--- src/design/mdmd_pkg.sv ---
// Shared constants, types and helpers for the meter disk mark detector
package mdmd_pkg;

	localparam int WINDOW_DEF      = 200;
	localparam int RANK_STEP_DEF   = 10;
	localparam int SAMPLE_BITS_DEF = 10;

	localparam logic [31:0] ENERGY_MS_PER_KWH = 32'd3600000000;

	typedef enum logic [2:0] {
		REG_HIGH_THR = 3'd0,
		REG_LOW_THR  = 3'd1,
		REG_TURNS    = 3'd2,
		REG_MAX_W    = 3'd3,
		REG_DEV_PCT  = 3'd4
	} reg_idx_t;

	// control travelling from the top level sequencer to the cell row
	typedef struct packed {
		logic remove;  // drop first cell equal to old value
		logic insert;  // insert new value in order
	} row_ctl_t;

	// clamp a rank index into the window
	function automatic int rank_idx(input int w, input int step, input int k, input bit up);
		int idx;
		begin
			idx = up ? (w / 2 + k * step) : (w / 2 - k * step);
			if (idx < 0) idx = 0;
			if (idx > w - 1) idx = w - 1;
			return idx;
		end
	endfunction

endpackage

--- src/design/mdmd_div.sv ---
// Restoring divider, one quotient bit per cycle
module mdmd_div (
	input  logic        clk,
	input  logic        arst_n,
	input  logic        start,
	input  logic [39:0] divisor,
	output logic        busy,
	output logic [31:0] quot
);

	logic [5:0]  cnt_q;
	logic [31:0] dend_q;
	logic [40:0] rem_q;
	logic [39:0] dsr_q;
	logic [31:0] q_q;
	logic [40:0] trial;

	assign busy  = cnt_q != '0;
	assign quot  = q_q;
	assign trial = {rem_q[39:0], dend_q[31]};

	always_ff @(posedge clk or negedge arst_n) begin
		if (!arst_n) begin
			cnt_q <= '0;
		end else if (start) begin
			cnt_q <= 6'd32;
		end else if (busy) begin
			cnt_q <= cnt_q - 6'd1;
		end
	end

	always_ff @(posedge clk) begin
		if (start) begin
			dend_q <= mdmd_pkg::ENERGY_MS_PER_KWH;
			rem_q  <= '0;
			dsr_q  <= divisor;
			q_q    <= '0;
		end else if (busy) begin
			dend_q <= {dend_q[30:0], 1'b0};
			if (trial >= {1'b0, dsr_q}) begin
				rem_q <= trial - {1'b0, dsr_q};
				q_q   <= {q_q[30:0], 1'b1};
			end else begin
				rem_q <= trial;
				q_q   <= {q_q[30:0], 1'b0};
			end
		end
	end

endmodule

--- config.mk ---
export PLATFORM = sky130hd
export DESIGN_NAME = mdmd_div
export DESIGN_NICKNAME = d
export VERILOG_FILES = /design/src/design/mdmd_pkg.sv /design/src/design/mdmd_div.sv
export SDC_FILE = /design/constraint.sdc
export NUM_CORES = 1
export LEC_CHECK = 0
export BUFFER_PORTS_ARGS = -buffer_cell sky130_fd_sc_hd__buf_2
export CAP_MARGIN = 25
export CORE_MARGIN = 3
export CORE_UTILIZATION = 45
export DETAILED_ROUTE_END_ITERATION = 8
export PLACE_DENSITY = 0.73
export SLEW_MARGIN = 20
export SYNTH_ARGS = -nofsm -noshare
export SYNTH_HDL_FRONTEND = slang
export SYNTH_SLANG_ARGS = --single-unit
--- constraint.sdc ---
create_clock -name clk -period 4 [get_ports clk]
set_clock_uncertainty 0.2 [all_clocks]
set_input_delay 0.2 -clock clk [delete_from_list [all_inputs] [get_ports clk]]
set_output_delay 0.2 -clock clk [all_outputs]
set_load 0.1 [all_outputs]
==> key figures <==
Placed design
  – Final HPWL DP: about 12,000 microns
  – Placed Cells: 1,149
  – Port buffer count: 75
  – RePlAce Congestion: 0.913

Clocking
  – Root Driver: clkbuf_16
  – Setup Fix Bufs, Post-CTS: 0
  – Post-CTS sizing: 0
  – Hold-fix buffers, CTS: 43
  – Reg clk slew, reported paths: 60 ps
  – TritonCTS Buffers: 17
  – CTS sink count: 140
  – TritonCTS clock tree: done
  – H-tree depth: 4
  – Worst-Skew Late Latency: ~430 ps
  – Clock buffer depth: 2

Detailed routing
  – Via count: ~6.6k
  – DRT Pass-1 Iters: 5
  – First DRT Iteration DRCs: 425
  – Routed Antenna Nets: 0
  – Routed wire length: 17,800 microns
  – Post-DR vias/cell: 5.42
  – # DRC: 0
  – Wire per inst: between 10 and 15 microns

Timing
  – Headroom to the max-slew limit: 0.471
  – F_max: 0.280 GHz
  – Tmin final: 3570 ps
  – Tightest Pin Transition: 794 ps
  – Final hold vios: 0
  – Setup_tns: 0 ps
  – Endpoints failing setup: 0
  – RSZ-0062 raised after global routing: false
  – Pins Over Slew Limit: 0
  – Period utilisation layout: 0.892

Global route
  – Antenna violations before repair: 0
  – GRT Total Usage: 0.200
  – First-pass GRT wire length: about 30,000 microns
  – Gr ovfl total: 0
  – Vias in the first global route: approximately 6.3k
  – Largest net degree at the start of global routing: 69

Synthesis
  – Synth area leader: dfxtp_1
  – Async set or reset register ratio after synthesis: 0.0429
  – Ys Warns: 0
  – Yosys top cell area share: 0.247
  – Sequential-to-total area share from yosys stat: 0.424
  – Prevailing post-synth register cell: dfxtp_1
  – Number of enable flip-flop cells after synthesis: 40
  – Seq cells post-synth: 140
  – Synthesized area: 0.00762 sq mm
  – Synthesized area per cell: 8.54 sq um
  – Top cells by area, synth: dfxtp_1 (25%), edfxtp_1 (16%), nand2_1 (7.6%), ha_1 (6.7%), a21oi_1 (6.2%)
  – Post-Syn Instances: 892
  – Library cells used by synthesis: 64
  – Post-synthesis net count: 977

Setup path
  – Critical path capture point type: flip-flop
  – Setup CP Type: reg -> reg
  – CP arrival: 3650 ps
  – Crit start category: flip-flop
  – Crit path required time: around 4000 ps
  – CP Max Fanout: 15

Layout
  – Final std cells w/o fill: about 1.2k
  – Most frequent cells in the layout: nand2_1 (154), a21oi_1 (95), dfxtp_1 (94)
  – Layout fillers: 1,480
  – Fin nets: 1,080
  – Share of layout cells above drive strength 1: 0.132
  – Storage element area: 0.00323 sq mm
  – Multi-input combinational cell area: slightly below 0.004 sq mm
  – Final core occ: 0.563
  – Most common cell after layout, fill and taps aside: nand2_1
  – Area grow syn2layout: 19.9%
  – N_diodes: 0

Floorplanning
  – Chip width: 136 microns
  – Die Area: roughly 0.019 sq mm
  – Std-Cell Rows: 46
  – Die height: 136 microns
  – Initial core utilization: 0.469
  – Top Ports: 76
  – Core area: between 0.015 and 0.02 sq mm

Pwr
  – Worst VDD drop: 0.397 mV
  – P_leak: 0.00394 uW
  – Power consumption: 5560 uW
  – Pwr dens: roughly 600 mW/mm^2

Job
  – Max cap viols: 0

Outcome
  – Outcome: finished clean

Hold path
  – Min-delay worst type: reg -> reg
[layer usage]
layer | up-vias | wire length, microns | GRT usage
met5 | - | 0 | 0
met3 | 21 | 930 | 0.0452
met1 | 3072 | 8370 | 0.269
met2 | 184 | 8270 | 0.320
met4 | 0 | 272 | 0.0610
li1 | 3356 | - | -
[cells in the mapped netlist (all sizes together) (11+ instances only)]
cell type  count
nand4         11
edfxtp        40
a21oi         96
nand2        154
inv           60
nand3         23
ha            41
xor2          12
nor3          14
a21o          12
mux2i         25
buf           13
o21ai         34
dfxtp         94
a211oi        38
clkbuf        29
nor2          77
xnor2         18
[registers in the layout, summed over array words and instances, names as in the netlist]
| name | cells |
|---|---|
| quot | 32 |
| cnt_q | 6 |
| dsr_q | 40 |
| rem_q | 40 |
| dend_q | 22 |
[final cells by class]
| type | count | share of cell area |
|---|---|---|
| clock buffers | 20 | 0.0500 |
| clock inverters | 12 | 0.0137 |
| inverters | 60 | 0.0248 |
| multi-input cells | 650 | 0.433 |
| flip-flops and latches | 140 | 0.354 |
| well taps | 216 | 0.0296 |
| repair buffers | 126 | 0.0951 |
[stage by stage]
step | worst slack [ps] | hold slack, ps | area [sq um]
floorplan | 1130 | -296 | 7620
global placement | 691 | -169 | 8120
detailed placement | 484 | -169 | 8120
CTS | 476 | 244 | 9130
global route | 173 | 266 | 9130
finish | 430 | 244 | 9130
[where the power goes]
group	leakage (uW)	switching [uW]	internal, uW	total, uW
Clock	0.000285	650	906	1560
Combinational	0.00242	1310	855	2160
Sequential	0.00124	150	1690	1840
[critical path: stages, from the launching register on]
cell and delay (ps):
edfxtp_1 330, inv_1 40, ha_1 450, a21oi_1 120, o21ai_0 420, a21oi_1 140
o31ai_1 300, nand2_1 90, o211ai_1 250, or2_2 430, buf_4 340, mux2i_1 240
a211oi_1 90
[final timing paths]
check,startpoint,end,slack [ps],depth (start not counted)
max in group asynchronous,arst_n,cnt_q[4],2890,3
worst min register to register,dend_q[10],dend_q[10],240,2
worst max-delay path,dsr_q[26],rem_q[6],430,12
worst min-delay path,dend_q[10],dend_q[10],240,2
min in group asynchronous,arst_n,cnt_q[3],500,3
worst max register to register,dsr_q[26],rem_q[6],430,12
[kinds of logic (layout without fill, tap and decap cells)]
| kind of cell | count (synthesis) | in the layout | share of synthesized area |
|---|---|---|---|
| simple gates | 315 | 315 | 0.180 |
| compound gates | 236 | 236 | 0.198 |
| flops | 140 | 140 | 0.424 |
| buf+inv | 102 | 218 | 0.0573 |
| fa+ha+maj | 42 | 42 | 0.0700 |
| xor+xnor | 30 | 30 | 0.0345 |
| mux | 27 | 27 | 0.0358 |
No activity file was read; power rests on OpenSTA's default activity.
