## src/design/mdmd_pkg.sv

```systemverilog
// Shared constants, types and helpers for the meter disk mark detector
package mdmd_pkg;

	localparam int WINDOW_DEF      = 200;
	localparam int RANK_STEP_DEF   = 10;
	localparam int SAMPLE_BITS_DEF = 10;

	localparam logic [31:0] ENERGY_MS_PER_KWH = 32'd3600000000;

	typedef enum logic [2:0] {
		REG_HIGH_THR = 3'd0,
		REG_LOW_THR  = 3'd1,
		REG_TURNS    = 3'd2,
		REG_MAX_W    = 3'd3,
		REG_DEV_PCT  = 3'd4
	} reg_idx_t;

	// control travelling from the top level sequencer to the cell row
	typedef struct packed {
		logic remove;  // drop first cell equal to old value
		logic insert;  // insert new value in order
	} row_ctl_t;

	// clamp a rank index into the window
	function automatic int rank_idx(input int w, input int step, input int k, input bit up);
		int idx;
		begin
			idx = up ? (w / 2 + k * step) : (w / 2 - k * step);
			if (idx < 0) idx = 0;
			if (idx > w - 1) idx = w - 1;
			return idx;
		end
	endfunction

endpackage

```

## src/design/mdmd_cell.sv

```systemverilog
// One cell of the sorted window row: holds a value, shifts with its neighbours
module mdmd_cell #(
	parameter int SB = mdmd_pkg::SAMPLE_BITS_DEF
) (
	input  logic          clk,
	input  logic          arst_n,
	input  mdmd_pkg::row_ctl_t ctl,
	input  logic [SB-1:0] old_v,
	input  logic [SB-1:0] new_v,
	input  logic [SB-1:0] left_val,   // value of lower neighbour
	input  logic [SB-1:0] right_val,  // value of upper neighbour
	input  logic          left_hit,   // some lower cell holds old_v
	input  logic          left_gt,    // lower neighbour > new_v
	input  logic          is_last,
	output logic [SB-1:0] val,
	output logic          hit_out,    // this or a lower cell holds old_v
	output logic          gt_out
);

	logic [SB-1:0] val_q;
	logic          hit_here;

	assign val      = val_q;
	assign hit_here = !left_hit && (val_q == old_v);
	assign hit_out  = left_hit || (val_q == old_v);
	assign gt_out   = val_q > new_v;

	always_ff @(posedge clk or negedge arst_n) begin
		if (!arst_n) begin
			val_q <= '0;
		end else if (ctl.remove) begin
			// from the removed place on, take the upper neighbour
			if (left_hit || hit_here)
				val_q <= is_last ? val_q : right_val;
		end else if (ctl.insert) begin
			// last cell is free after removal; cells above the slot shift up
			if (left_gt)
				val_q <= left_val;
			else if (gt_out || is_last)
				val_q <= new_v;
		end
	end

endmodule

```

## config.mk

```make
export PLATFORM = sky130hd
export DESIGN_NAME = mdmd_cell
export DESIGN_NICKNAME = d
export VERILOG_FILES = /design/src/design/mdmd_pkg.sv /design/src/design/mdmd_cell.sv
export SDC_FILE = /design/constraint.sdc
export NUM_CORES = 1
export LEC_CHECK = 0
export ABC_CLOCK_PERIOD_IN_PS = 5710
export BUFFER_PORTS_ARGS = -buffer_cell sky130_fd_sc_hd__buf_2
export CELL_PAD_IN_SITES_DETAIL_PLACEMENT = 0
export CELL_PAD_IN_SITES_GLOBAL_PLACEMENT = 2
export CORE_MARGIN = 3
export CORE_UTILIZATION = 26
export DETAILED_ROUTE_END_ITERATION = 10
export PLACE_DENSITY = 0.85
export SYNTH_ARGS = -nofsm -noshare
export SYNTH_HDL_FRONTEND = slang
export SYNTH_SLANG_ARGS = --single-unit
```

## constraint.sdc

```tcl
create_clock -name clk -period 5.71 [get_ports clk]
set_input_delay 0.2855 -clock clk [delete_from_list [all_inputs] [get_ports clk]]
set_output_delay 0.2855 -clock clk [all_outputs]
set_load 0.02 [all_outputs]
```

==> results.md <==
| Metric | Reported | Unit |
| --- | --- | --- |
| Post-Syn Area per Cell | 9.50 | sq um |
| Cell with the biggest individual delay on the critical path | sky130_fd_sc_hd__dfrtp_1 | - |
| Worst-skew pair later-pin latency | 240 | ps |
| Total count of max-transition violations in the final report | 0 | - |
| Reported leakage power | 0.000794 | uW |
| Starting utilization of the core area | 27.7 | % |
| Flip-flop count of the largest register after layout | 10 | - |
| Arrival time of the worst setup path | 1980 | ps |
| Synth cell types | 26 | - |
| Max capacitance violation total | 0 | - |
| Achievable frequency | 0.442 | GHz |
| Headroom to the max-slew limit | 64.5 | % |
| Sequential cell area fraction in the yosys report | 24.2 | % |
| Worst-case vdd ir drop | 0.0929 | mV |
| CTS root buffer | sky130_fd_sc_hd__clkbuf_8 | - |
| Area contributors post-synth | sky130_fd_sc_hd__dfrtp_1, sky130_fd_sc_hd__mux2_4, sky130_fd_sc_hd__ha_1 | - |
| Outcome | finished, final reports clean | - |
| Final min period | 2260 | ps |
| Worst Path Class, Setup | reg -> out | - |
| Flop and latch count out of synthesis | 10 | - |
| Setup repair after global routing missed its margin | no | - |
| DIE WIDTH | 69.1 | um |
| Min-delay worst type | in -> reg | - |
| Number of placed cells counting well taps | 212 | - |
| Crit path max fanout | 4 | - |
| Largest incremental delay on the critical path | 420 | ps |
| Worst setup EP type | output port | - |
| Net count of the mapped netlist | 166 | - |
| Post-route design area | 1430 | sq um |
| Via count of the first global-routing pass | 1029 | - |
| Routed length per placed instance | 12.4 | um |
| Count of clock tree sinks | 10 | - |
| Startpoint kind of the worst setup timing path | flop | - |
| Clock tree from TritonCTS | built | - |
| Chip height | 69.1 | um |
| Post-synthesis cell type with the largest combined area | sky130_fd_sc_hd__dfrtp_1 | - |
| Final Hold Slack | 336 | ps |
| Die Outline Area | 4780 | sq um |
| Share of the clock period used by the worst path after layout | 39.6 | % |
| Combined area of the multi-input logic cells | 729 | sq um |
| Combined area of all synthesized cells | 1040 | sq um |
| Share of cells above drive strength 1 | 44.0 | % |
| Sequential cell area in the final layout | 250 | sq um |
| Fill cell total of the finished layout | 434 | - |
| Detailed-route DRC error count | 0 | - |
| Number of ports placed on the die boundary | 59 | - |
| DP Wirelength | 2240 | um |
| Starting DRT DRC Count | 6 | - |
| RD Place Congestion | 0.716 | - |
| Area added between synthesis and finish | 37.7 | % |
| Final-stage net count | 227 | - |
| Global-route wire length before repair | 4540 | um |
| Worst clock skew | 0.334 | ps |
| Antenna cell count | 0 | - |
| Remaining global-route overflow | 0 | - |
| Fin cells | 216 | - |
| Area of the core | 3740 | sq um |
| Count of port buffers added during placement | 58 | - |
| Cells along the critical path | ha_1, and4_1, or3b_4, a31oi_4, buf_2 | - |
| Count of final hold-check violations | 0 | - |
| Largest net degree at the start of global routing | 25 | - |
| GRT Resource Usage Total | 11.6 | % |
| First drt pass iteration count | 4 | - |
| Worst Max-Slew Pin Slew | 533 | ps |
| Number of nets with antenna violations after routing | 0 | - |
| WL final | 2690 | um |
| WP data required | 5420 | ps |
| Vias per cell | 4.54 | - |
| Setup TNS | 0 | ps |
| Top cell type's share of synthesized area | 24.2 | % |
| Number of CTS-inserted buffers | 3 | - |
| Number of levels in the clock H-tree | 1 | - |
| Clock slew at reported path FFs | 50 | ps |
| Routed vias | 981 | - |
| Mapped Cells | 109 | - |
| Placed standard-cell area | 1380 | sq um |
| Number of gates resized after cts | 0 | - |
| Final setup violation count | 0 | - |
| Antenna violations before repair | 0 | - |
| Warnings from Yosys | 0 | - |
| PD cells | 247 | nW/um^2 |
| Maximum clock path buffer count | 2 | - |
| Site row count | 22 | - |
-- placed cells by master (no fill, tap or decap), types with 2 or more instances in the layout --
cell type                   n
sky130_fd_sc_hd__a21oi_1    5
sky130_fd_sc_hd__buf_2     58
sky130_fd_sc_hd__clkbuf_8   3
sky130_fd_sc_hd__dfrtp_1   10
sky130_fd_sc_hd__ha_1      10
sky130_fd_sc_hd__inv_1     12
sky130_fd_sc_hd__mux2_4     9
sky130_fd_sc_hd__mux2i_1   12
sky130_fd_sc_hd__nand2_1   11
sky130_fd_sc_hd__nor2_1     2
sky130_fd_sc_hd__o21ai_0   11
sky130_fd_sc_hd__xnor2_1    4
sky130_fd_sc_hd__xor2_1     6
-- worst paths after layout --
check | startpoint | to | slack (ps) | depth (start not counted)
worst min register to register | val[3]$_DFFE_PN0P_ | val[3]$_DFFE_PN0P_ | 580 | 1
max in group asynchronous | arst_n | val[7]$_DFFE_PN0P_ | 5070 | 2
worst max register to register | val[3]$_DFFE_PN0P_ | val[9]$_DFFE_PN0P_ | 3490 | 7
worst min-delay path | right_val[0] | val[0]$_DFFE_PN0P_ | 340 | 3
worst max-delay path | val[4]$_DFFE_PN0P_ | gt_out | 3450 | 5
min in group asynchronous | arst_n | val[2]$_DFFE_PN0P_ | 440 | 2
-- per-stage QoR --
step                      utilization, %  worst slack (ps)  power [uW]
after floorplan                        -              3410         224
after global placement              36.7              3490         280
after detailed placement            36.7              3450         283
after CTS                           38.1              3420         360
after global routing                38.1              3310         381
final                               38.1              3450         353
-- synth_stat cells --
| master | number |
|---|---|
| sky130_fd_sc_hd__and4b_1 | 1 |
| sky130_fd_sc_hd__o22ai_4 | 1 |
| sky130_fd_sc_hd__mux2_4 | 9 |
| sky130_fd_sc_hd__nand4_2 | 1 |
| sky130_fd_sc_hd__clkbuf_1 | 3 |
| sky130_fd_sc_hd__or3_1 | 1 |
| sky130_fd_sc_hd__o22ai_1 | 1 |
| sky130_fd_sc_hd__and4_1 | 1 |
| sky130_fd_sc_hd__nand2_1 | 11 |
| sky130_fd_sc_hd__xor2_1 | 6 |
| sky130_fd_sc_hd__a21oi_1 | 5 |
| sky130_fd_sc_hd__a31oi_4 | 1 |
| sky130_fd_sc_hd__or3b_4 | 1 |
| sky130_fd_sc_hd__nor4_1 | 1 |
| sky130_fd_sc_hd__inv_1 | 12 |
| sky130_fd_sc_hd__nand4_1 | 1 |
| sky130_fd_sc_hd__dfrtp_1 | 10 |
| sky130_fd_sc_hd__xnor2_1 | 4 |
| sky130_fd_sc_hd__ha_1 | 10 |
| sky130_fd_sc_hd__nor3_1 | 1 |
| sky130_fd_sc_hd__nand3_1 | 1 |
| sky130_fd_sc_hd__nor2b_1 | 1 |
| sky130_fd_sc_hd__nor2_1 | 2 |
| sky130_fd_sc_hd__mux2i_1 | 12 |
| sky130_fd_sc_hd__o21ai_0 | 11 |
| sky130_fd_sc_hd__a21o_1 | 1 |
-- power by group --
part / internal (uW) / switching [uW]
sequential: 87.0 / 19.9
combinational: 84.1 / 87.7
clock: 46.2 / 28.0
total: 217 / 136
-- final cells by class --
class / instances / area share [%]
multi-input combinational: 84 / 51.1
timing repair buffer: 59 / 21.1
sequential: 10 / 17.5
tap: 48 / 4.21
inverter: 12 / 3.16
clock buffer: 3 / 2.89
-- critical path: cells and delay by family, from the launching register on --
family          cells  cell delay, ps
buf+inv             1             200
fa+ha+maj           1             300
compound gates      1             220
flops               1             420
simple gates        2             590
-- per-layer routing --
layer	share of wire (%)	GRT usage (%)	wire length, um
met5	0	0	0
met4	0.56	3.90	15
met3	7.8	3.64	211
met2	47	19.1	1250
met1	45	14.3	1210
-- cells by family after synthesis --
| group | synth area share, % |
|---|---|
| buffers and inverters | 5.43 |
| AO/OA/AOI/OAI | 13.0 |
| AND/OR/NAND/NOR | 12.2 |
| adder cells (fa/ha/maj) | 12.1 |
| flip-flops | 24.2 |
| XOR/XNOR | 8.45 |
| multiplexers | 24.6 |
-- what timing repair did --
item | 4_1_cts | 5_1_grt
buffers inserted | 0 | 0
endpoints found under the hold margin | 10 | 0
setup endpoints to repair | 0 | 0
hold buffers | 1 | 0
(Power assumes the default switching activity.)
